==> config.mk <==
export PLATFORM = sky130hd
export DESIGN_NAME = c_comment_stripper
export DESIGN_NICKNAME = d
export VERILOG_FILES = /design/src/hdl/ccs_pkg.sv /design/src/hdl/c_comment_stripper.sv /design/src/hdl/ccs_scan.sv /design/src/hdl/ccs_outq.sv
export SDC_FILE = /design/constraint.sdc
export NUM_CORES = 1
export LEC_CHECK = 0
export BUFFER_PORTS_ARGS = -buffer_cell sky130_fd_sc_hd__clkbuf_2
export CORE_UTILIZATION = 55
export CTS_CLUSTER_DIAMETER = 150
export CTS_CLUSTER_SIZE = 30
export DETAILED_ROUTE_END_ITERATION = 7
export HOLD_SLACK_MARGIN = 0.08
export PLACE_DENSITY = 0.75
export SLEW_MARGIN = 30
export SYNTH_ARGS = -nofsm -noshare
export SYNTH_HDL_FRONTEND = slang
export SYNTH_SLANG_ARGS = --single-unit
==> constraint.sdc <==
create_clock -name clk_i -period 4.05 [get_ports clk_i]
set_clock_uncertainty 0.05 [all_clocks]
set_input_delay 0.81 -clock clk_i [delete_from_list [all_inputs] [get_ports clk_i]]
set_output_delay 0.81 -clock clk_i [all_outputs]
set_load 0.02 [all_outputs]
==> src/hdl/ccs_pkg.sv <==
// ccs_pkg: shared types and character constants for the comment stripper.
// Used by ccs_scan, ccs_outq and c_comment_stripper; depends on nothing.

package ccs_pkg;

  localparam logic [7:0] CharSlash = 8'h2F;
  localparam logic [7:0] CharStar  = 8'h2A;
  localparam logic [7:0] CharNl    = 8'h0A;
  localparam logic [7:0] CharSpace = 8'h20;
  localparam logic [7:0] CharQuote = 8'h22;

  typedef enum logic [1:0] {
    ModeNormal = 2'd0,
    ModeString = 2'd1,
    ModeLine   = 2'd2,
    ModeBlock  = 2'd3
  } scan_mode_e;

  // One output beat.
  typedef struct packed {
    logic [7:0] char_out;
    logic       run_last;
    logic       text_last;
  } beat_t;

  // Everything one input byte produces: up to two beats, in order.
  typedef struct packed {
    logic [1:0] num;
    beat_t      beat1;
    beat_t      beat0;
  } step_t;

endpackage

==> src/hdl/c_comment_stripper.sv <==
// c_comment_stripper: blanks C comments in a byte stream, strings untouched.
// Output: an accepted byte's beats are registered into the result queue behind any still waiting.
// Throughput: one input beat per cycle while the queue holds at most one beat;
//   tready is low while two or more beats wait in the three-entry result queue.
// Reset (rst_ni, async, active low) clears scan mode, held mark and queue count.
// Depends on ccs_pkg, ccs_scan, ccs_outq.

module c_comment_stripper (
  input  logic       clk_i,
  input  logic       rst_ni,
  input  logic       s_axis_tvalid_i,
  output logic       s_axis_tready_o,
  input  logic [7:0] s_axis_tdata_i,   // [7:0] char_in
  input  logic       s_axis_tlast_i,   // end_of_text
  output logic       m_axis_tvalid_o,
  input  logic       m_axis_tready_i,
  output logic [7:0] m_axis_tdata_o,   // [7:0] char_out
  output logic       m_axis_tlast_o,   // run_last
  output logic       m_axis_tuser_o    // [0] text_last
);

  logic           accept;
  logic           in_ready;
  ccs_pkg::step_t step;
  ccs_pkg::beat_t head;

  assign accept          = s_axis_tvalid_i && in_ready;
  assign s_axis_tready_o = in_ready;

  ccs_scan u_scan (
    .clk_i    (clk_i),
    .rst_ni   (rst_ni),
    .accept_i (accept),
    .char_i   (s_axis_tdata_i),
    .eot_i    (s_axis_tlast_i),
    .step_o   (step)
  );

  ccs_outq u_outq (
    .clk_i       (clk_i),
    .rst_ni      (rst_ni),
    .push_i      (accept),
    .step_i      (step),
    .in_ready_o  (in_ready),
    .out_valid_o (m_axis_tvalid_o),
    .out_ready_i (m_axis_tready_i),
    .out_beat_o  (head)
  );

  assign m_axis_tdata_o = head.char_out;
  assign m_axis_tlast_o = head.run_last;
  assign m_axis_tuser_o = head.text_last;

endmodule

==> src/hdl/ccs_scan.sv <==
// ccs_scan: scan state (mode and held mark) and the per-byte step logic.
// Depends on ccs_pkg.

module ccs_scan (
  input  logic             clk_i,
  input  logic             rst_ni,
  input  logic             accept_i,
  input  logic [7:0]       char_i,
  input  logic             eot_i,
  output ccs_pkg::step_t   step_o
);

  ccs_pkg::scan_mode_e mode_q, mode_d;
  logic                held_q, held_d;
  ccs_pkg::step_t      step;

  always_comb begin
    mode_d = mode_q;
    held_d = held_q;
    step   = '0;
    case (mode_q)
      ccs_pkg::ModeNormal: begin
        if (held_q) begin
          held_d = 1'b0;
          step.num = 2'd2;
          if (char_i == ccs_pkg::CharSlash || char_i == ccs_pkg::CharStar) begin
            step.beat0.char_out = ccs_pkg::CharSpace;
            step.beat1.char_out = ccs_pkg::CharSpace;
            mode_d = (char_i == ccs_pkg::CharSlash) ? ccs_pkg::ModeLine
                                                    : ccs_pkg::ModeBlock;
          end else begin
            // the held slash was just a divide; emit it, then the byte
            step.beat0.char_out = ccs_pkg::CharSlash;
            step.beat1.char_out = char_i;
            if (char_i == ccs_pkg::CharQuote) mode_d = ccs_pkg::ModeString;
          end
        end else if (char_i == ccs_pkg::CharSlash) begin
          held_d = 1'b1;
        end else begin
          step.num = 2'd1;
          step.beat0.char_out = char_i;
          if (char_i == ccs_pkg::CharQuote) mode_d = ccs_pkg::ModeString;
        end
      end
      ccs_pkg::ModeString: begin
        step.num = 2'd1;
        step.beat0.char_out = char_i;
        if (char_i == ccs_pkg::CharQuote) mode_d = ccs_pkg::ModeNormal;
      end
      ccs_pkg::ModeLine: begin
        step.num = 2'd1;
        if (char_i == ccs_pkg::CharNl) begin
          step.beat0.char_out = ccs_pkg::CharNl;
          mode_d = ccs_pkg::ModeNormal;
        end else begin
          step.beat0.char_out = ccs_pkg::CharSpace;
        end
      end
      ccs_pkg::ModeBlock: begin
        step.num = 2'd1;
        if (char_i == ccs_pkg::CharNl) begin
          step.beat0.char_out = ccs_pkg::CharNl;
          held_d = 1'b0;
        end else begin
          step.beat0.char_out = ccs_pkg::CharSpace;
          if (held_q && char_i == ccs_pkg::CharSlash) begin
            held_d = 1'b0;
            mode_d = ccs_pkg::ModeNormal;
          end else begin
            held_d = (char_i == ccs_pkg::CharStar);
          end
        end
      end
      default: begin
        step.num = 2'd0;
      end
    endcase

    if (eot_i) begin
      // flush a pending slash; only possible when nothing else was emitted
      if (mode_d == ccs_pkg::ModeNormal && held_d) begin
        step.num = 2'd1;
        step.beat0.char_out = ccs_pkg::CharSlash;
      end
      mode_d = ccs_pkg::ModeNormal;
      held_d = 1'b0;
    end

    if (step.num == 2'd1) begin
      step.beat0.run_last  = 1'b1;
      step.beat0.text_last = eot_i;
    end else if (step.num == 2'd2) begin
      step.beat1.run_last  = 1'b1;
      step.beat1.text_last = eot_i;
    end
  end

  assign step_o = step;

  always_ff @(posedge clk_i or negedge rst_ni) begin
    if (!rst_ni) begin
      mode_q <= ccs_pkg::ModeNormal;
      held_q <= 1'b0;
    end else if (accept_i) begin
      mode_q <= mode_d;
      held_q <= held_d;
    end
  end

`ifndef ASSERT_OFF
  a_held_mode: assert property (@(posedge clk_i) disable iff (!rst_ni)
    held_q |-> (mode_q == ccs_pkg::ModeNormal || mode_q == ccs_pkg::ModeBlock))
    else $error("held mark set outside normal text or block comment");
  a_eot_result: assert property (@(posedge clk_i) disable iff (!rst_ni)
    (accept_i && eot_i) |-> (step.num != 2'd0))
    else $error("end of text produced no beat");
  a_eot_reset: assert property (@(posedge clk_i) disable iff (!rst_ni)
    (accept_i && eot_i) |=> (mode_q == ccs_pkg::ModeNormal && !held_q))
    else $error("scan state not back to normal after end of text");
`endif

endmodule

==> src/hdl/ccs_outq.sv <==
// ccs_outq: three-entry result queue; head entry drives the output stream.
// Depends on ccs_pkg.

module ccs_outq (
  input  logic           clk_i,
  input  logic           rst_ni,
  input  logic           push_i,
  input  ccs_pkg::step_t step_i,
  output logic           in_ready_o,
  output logic           out_valid_o,
  input  logic           out_ready_i,
  output ccs_pkg::beat_t out_beat_o
);

  ccs_pkg::beat_t ent_q [3];
  ccs_pkg::beat_t ent_d [3];
  logic [1:0]     cnt_q, cnt_d;
  logic [1:0]     base;
  logic [1:0]     num;
  logic           pop;

  assign pop         = (cnt_q != 2'd0) && out_ready_i;
  assign in_ready_o  = (cnt_q <= 2'd1);
  assign out_valid_o = (cnt_q != 2'd0);
  assign out_beat_o  = ent_q[0];
  assign num         = push_i ? step_i.num : 2'd0;
  assign base        = cnt_q - {1'b0, pop};
  assign cnt_d       = base + num;

  always_comb begin
    for (int i = 0; i < 3; i++) begin
      if (pop && i < 2) ent_d[i] = ent_q[(i < 2) ? i + 1 : i];
      else              ent_d[i] = ent_q[i];
      // a push lands behind what survives the pop
      if (num != 2'd0 && base == 2'(i))                ent_d[i] = step_i.beat0;
      if (num == 2'd2 && (base + 2'd1) == 2'(i))       ent_d[i] = step_i.beat1;
    end
  end

  always_ff @(posedge clk_i) begin
    for (int i = 0; i < 3; i++) ent_q[i] <= ent_d[i];
  end

  always_ff @(posedge clk_i or negedge rst_ni) begin
    if (!rst_ni) begin
      cnt_q <= 2'd0;
    end else begin
      cnt_q <= cnt_d;
    end
  end

`ifndef ASSERT_OFF
  a_no_push_full: assert property (@(posedge clk_i) disable iff (!rst_ni)
    push_i |-> (cnt_q <= 2'd1))
    else $error("push into queue without room for two beats");
  a_fill_three: assert property (@(posedge clk_i) disable iff (!rst_ni)
    (push_i && step_i.num == 2'd2 && cnt_q == 2'd1 && !pop) |=> (cnt_q == 2'd3))
    else $error("queue count wrong after double push");
  a_drain: assert property (@(posedge clk_i) disable iff (!rst_ni)
    (pop && !push_i) |=> (cnt_q == $past(cnt_q) - 2'd1))
    else $error("queue count wrong after pop");
`endif

endmodule
### Word-level counts from Yosys, hierarchy flattened

Memory sizes are Yosys's and may differ from the RTL's.
Index checks and enable logic that the tools add are counted.

* magnitude comparators: 1
* reductions and logical operators: 19
* equality and inequality tests: 14
* $add $sub $neg: 3
* muxes and demuxes: 44

Operators with widths (count)
* $mux W10: 8
* $mux W8: 7
* $mux W2: 16
* $eq A8 B6 Y1 const B: 3
* $pmux W8 S3: 1
* $eq A2 B2 Y1 const B: 6
* $logic_and A1 B1 Y1: 10
* $eq A2 B1 Y1 const B: 4
* $eq A8 B4 Y1 const B: 1
* $logic_not A2 Y1: 4
* $pmux W2 S4: 1
* $mux W1: 7
* $mux W6: 1
* $mux W4: 1
* $pmux W2 S2: 1
* $reduce_bool A2 Y1: 2
* $reduce_or A3 Y1: 1
* $add A2 B1 Y2 const B: 1
* $add A2 B2 Y2: 1
* $le A2 B1 Y1 const B: 1
* $pmux W1 S2: 1
* $reduce_or A2 Y1: 1
* $sub A2 B1 Y2: 1
* $logic_or A1 B1 Y1: 1

* logic and storage cells: 85
* memory bits (writable): 30
* memories kept: 1
* output and inout bits: 12
* input bits: 13
* register bits: 5

Memory list
* u_outq.ent_q: words 3, bits a word 10, read ports 3, clocked after Yosys merged registers in 0, write ports 3, line ccs_outq.sv:15 `ccs_pkg::beat_t ent_q [3];`

### Depth between registers and ports, before layout

* depth in word-level cells: 14
* mapped depth: 14
* mapped depth without buffers: 12

### Hierarchy

A second synthesis with hierarchy kept.

* cells, all modules: 285
* area, all modules: 2662.6 um^2

By module, submodules not included
* ccs_outq: cells an instance 181, times used 1, area each 1898.1 um^2, seq. area each 950.9 um^2
* ccs_scan: cells an instance 103, times used 1, area each 758.2 um^2, seq. area each 75.1 um^2
* c_comment_stripper: cells an instance 1, times used 1, area each 6.3 um^2, seq. area each 0.0 um^2

### Worst setup path before layout

No wires, ideal clock.

* path type: input port to flip-flop
* start: input s_axis_tdata_i[7]
* end: memory u_outq.ent_q[0][20] in the netlist's numbering (enable)
* data required time: 3.606 ns
* path buffers: 1
* cell stages on the path: 7
* library setup time: 0.394 ns
* arrival time: 3.114 ns
* path slack: 0.493 ns
* cell sequence: or4b_4 a2111oi_4 a21oi_1 nand3_2 nor2_1 buf_2 o31ai_1

RTL lines
* from (decl): line c_comment_stripper.sv:13 `input logic [7:0] s_axis_tdata_i,`
* to (decl): line ccs_outq.sv:15

==> metrics.md <==
| Metric | Value |
|---|---|
| Final Hold Fails | `0` |
| Syn avg cell area | `between 9 and 10 sq um` |
| Total GRT Usage | `between 20% and 30%` |
| Die height | `approximately 70 um` |
| Initial antenna violation count | `0` |
| Slew HR | `49.6%` |
| Final WL | `around 6300 um` |
| Die width | `between 70 and 80 um` |
| Synth Register Bits | `35` |
| Synth cell types | `58` |
| Primary FF master, synth | `edfxtp_1` |
| Worst EP required | `just under 4 ns` |
| Hold buffer count at CTS | `0` |
| Final core occ | `between 60 and 70%` |
| Starting density of the core | `about three fifths` |
| Clk pwr share | `15.6%` |
| Design Power | `1.54 mW` |
| P_leak | `1.11 nW` |
| Net Sw Frac | `39.1%` |
| Cells after synthesis | `between 200 and 300` |
| Sequential fraction of the synthesis area | `about 40%` |
| CTS Buf Count | `5` |
| Failing checks | `design-rule violations` |
| Antenna-violating nets left | `0` |
| Most frequent cells in the layout | `edfxtp_1 (30), nand2_1 (28), nor2_1 (24), clkbuf_2 (24), inv_1 (14)` |
| NumNets Final | `310` |
| Aggregate global routing overflow | `0` |
| Avg Vias per Cell | `about 6.7` |
| CP max FO | `10` |
| Crit end category | `flop` |
| CP Class | `input pin to flop` |
| Placer Congestion | `approximately 0.96` |
| Final setup viols | `0` |
| Initial DRT Pass Iterations | `7` |
| Die area | `between 4000 and 5000 sq um` |
| Multi-input gate area | `roughly 1400 sq um` |
| Status | `finished, violations left` |
| Cell Area, Synth | `between 2000 and 3000 sq um` |
| Worst hold path type | `input pin to async pin` |
| Cell taking the most area after synthesis | `edfxtp_1` |
| RSZ-0062 raised after global routing | `false` |
| Max layer used | `met4` |
| Mapped Nets | `between 200 and 300` |
| Port Buf Inserts | `24` |
| Yosys Warn Count | `0` |
| Worst path slowest cell | `o21ai_1` |
| Area of the core | `4440 sq um` |
| Post-synth EDFFs | `30` |
| Register area | `1030 sq um` |
| Max Slew Vio Count | `0` |
| Cts repair resizes | `0` |
| Placed Area | `between 2000 and 3000 sq um` |
| Max Cap Violations | `0` |
| Detailed Route Iter0 Violations | `between 150 and 200` |
| Worst vdd ir | `0.000329 V` |
| Sink Count | `35` |
| Vias in the first global route | `about 2200` |
| Synth area leaders | `edfxtp_1 (35%), dfrtp_1 (4.8%), nand2_1 (4.1%)` |
| DRC | `2` |
| Largest net degree at the start of global routing | `19` |
| Crit-path leading delay family | `simple AND/OR/NAND/NOR gates` |
| WP data arrival | `3.23 ns` |
| Reg2reg setup slack | `about 0.71 ns` |
| Met3 wire len | `approximately 550 um` |
| WP buf/inv | `1` |
| FILL cells | `between 300 and 400` |
| Combinational power share | `between 40% and 50%` |
| Net Sw Power | `0.601 mW` |
| Final instance area | `roughly 2800 sq um` |
| Worst-path clk slew | `approximately 0.07 ns` |
| M1 WL | `~2600 um` |
| Fin Hold WS | `0.275 ns` |
| Detailed placement HPWL | `4790 um` |
| Worst-case clock buffer depth | `2` |
| Fmax | `a little under 300 MHz` |
| Worst-margin pin slew | `between 0.7 and 0.8 ns` |
| WL/cell | `roughly 18 um` |
| Root Driver | `clkbuf_8` |
| TritonCTS clock tree | `yes` |
| Clk_lat worst skew | `0.28 ns` |
| Int Power | `about 0.94 mW` |
| Worst setup SP type | `input pin` |
| Minimum clock period | `around 3.4 ns` |
| Post-synth ARST share | `between 10 and 15%` |
| Post-CTS setup buffers | `0` |
| Crit-path max cell delay | `between 0.4 and 0.5 ns` |
| Pwr Density | `approximately 550 nW/um^2` |
| P&R area growth vs syn | `8.17%` |
| Sequential power share | `39.9%` |
| # diodes | `0` |
| Io pins | `25` |
| Setup TNS | `0 ns` |
| Share of layout cells above drive strength 1 | `between 20% and 30%` |
| Fin crit share | `83.3%` |
| Row count | `24` |
| Global-route wire length before repair | `about 11000 um` |
| Vias | `around 2300` |
| Worst path cell trace | `clkbuf_2 > nor4_1 > a311oi_1 > o21ai_0 > nand3_2 > o21ai_1 > nand3_1` |
| Most common cell after layout, fill and taps aside | `edfxtp_1` |
| Max H-tree Level | `2` |
| Top-area cell type share of the netlist area | `around a third` |
| Wire length on met2 | `3000 um` |
[power by group through the flow]
stage	clock, mW	combinational, mW	sequential (mW)
floorplan	0	0.524	0.619
global placement	0	0.658	0.619
detailed placement	0	0.679	0.623
CTS	0.243	0.679	0.616
global route	0.255	0.751	0.626
finish	0.240	0.684	0.614
[sequential cells by signal, summed over array words and instances (netlist names)]
register	cells
u_outq.ent_q	30
u_scan.held_q	1
u_scan.mode_q	2
u_outq.cnt_q	2
[cell families after synthesis]
logic type / synth area share [%]
AO/OA/AOI/OAI: 27.9
AND/OR/NAND/NOR: 18.7
buffers and inverters: 7.06
flip-flops: 39.7
adder cells (fa/ha/maj): 3.38
multiplexers: 1.93
XOR/XNOR: 1.35
[synth_stat cells, types with 2 or more instances]
cell,number
a211oi_1,9
a21o_1,5
a21oi_1,13
a221oi_2,2
a22o_1,4
a311oi_1,4
a31oi_1,4
a32o_1,4
a32oi_1,4
and2_1,5
and3_1,6
buf_2,5
buf_4,8
clkbuf_1,9
dfrtp_1,5
edfxtp_1,30
ha_1,7
inv_1,14
mux2i_1,5
nand2_1,28
nand2_2,2
nand3_1,6
nand3_2,2
nand4_1,2
nor2_1,24
nor3_1,4
nor4_1,3
o21ai_0,13
o22ai_1,5
o31ai_1,10
xnor2_1,2
xor2_1,2
[final cells by class]
type                            count  share of cell area [%]
Clock inverter                      1                   0.179
Inverter                           14                    1.88
Sequential cell                    35                    36.7
Multi-Input combinational cell    200                    49.3
Tap cell                           52                    2.32
Clock buffer                        7                    2.73
Timing Repair Buffer               34                    6.97
[through the flow]
step	std cells	worst slack (ns)
after floorplan	272	0.493
after global placement	335	0.481
after detailed placement	335	0.454
after CTS	343	0.748
after global routing	343	0.424
final	343	0.675
[path summary, 6_finish.rpt]
kind,from,to,depth (start not counted)
setup reg to reg,u_scan.mode_q[0]$_DFFE_PN0P_,u_outq.ent_q[0][0]$_DFFE_PP_,7
max in group asynchronous,rst_ni,u_outq.cnt_q[0]$_DFF_PN0_,1
setup / recovery,s_axis_tdata_i[7],u_outq.ent_q[0][0]$_DFFE_PP_,7
min in group clk_i,u_outq.ent_q[0][26]$_DFFE_PP_,u_outq.ent_q[0][16]$_DFFE_PP_,1
hold reg to reg,u_outq.ent_q[0][26]$_DFFE_PP_,u_outq.ent_q[0][16]$_DFFE_PP_,1
hold / removal,rst_ni,u_scan.mode_q[0]$_DFFE_PN0P_,1
[per-layer routing]
layer,GRT usage (%),vias to the layer above
met4,9.56,0
met5,0,-
li1,-,1070
met2,45.1,126
met1,36.0,1091
met3,4.84,15
[worst reg2reg max path: cells and delay by family, from the launching register on]
family | cells | cell delay, ns
flip-flops | 1 | 0.43
adder cells (fa/ha/maj) | 1 | 0.54
AO/OA/AOI/OAI | 3 | 1.07
buffers and inverters | 1 | 0.14
AND/OR/NAND/NOR | 2 | 0.73
Power figures use the tool's default switching activity.
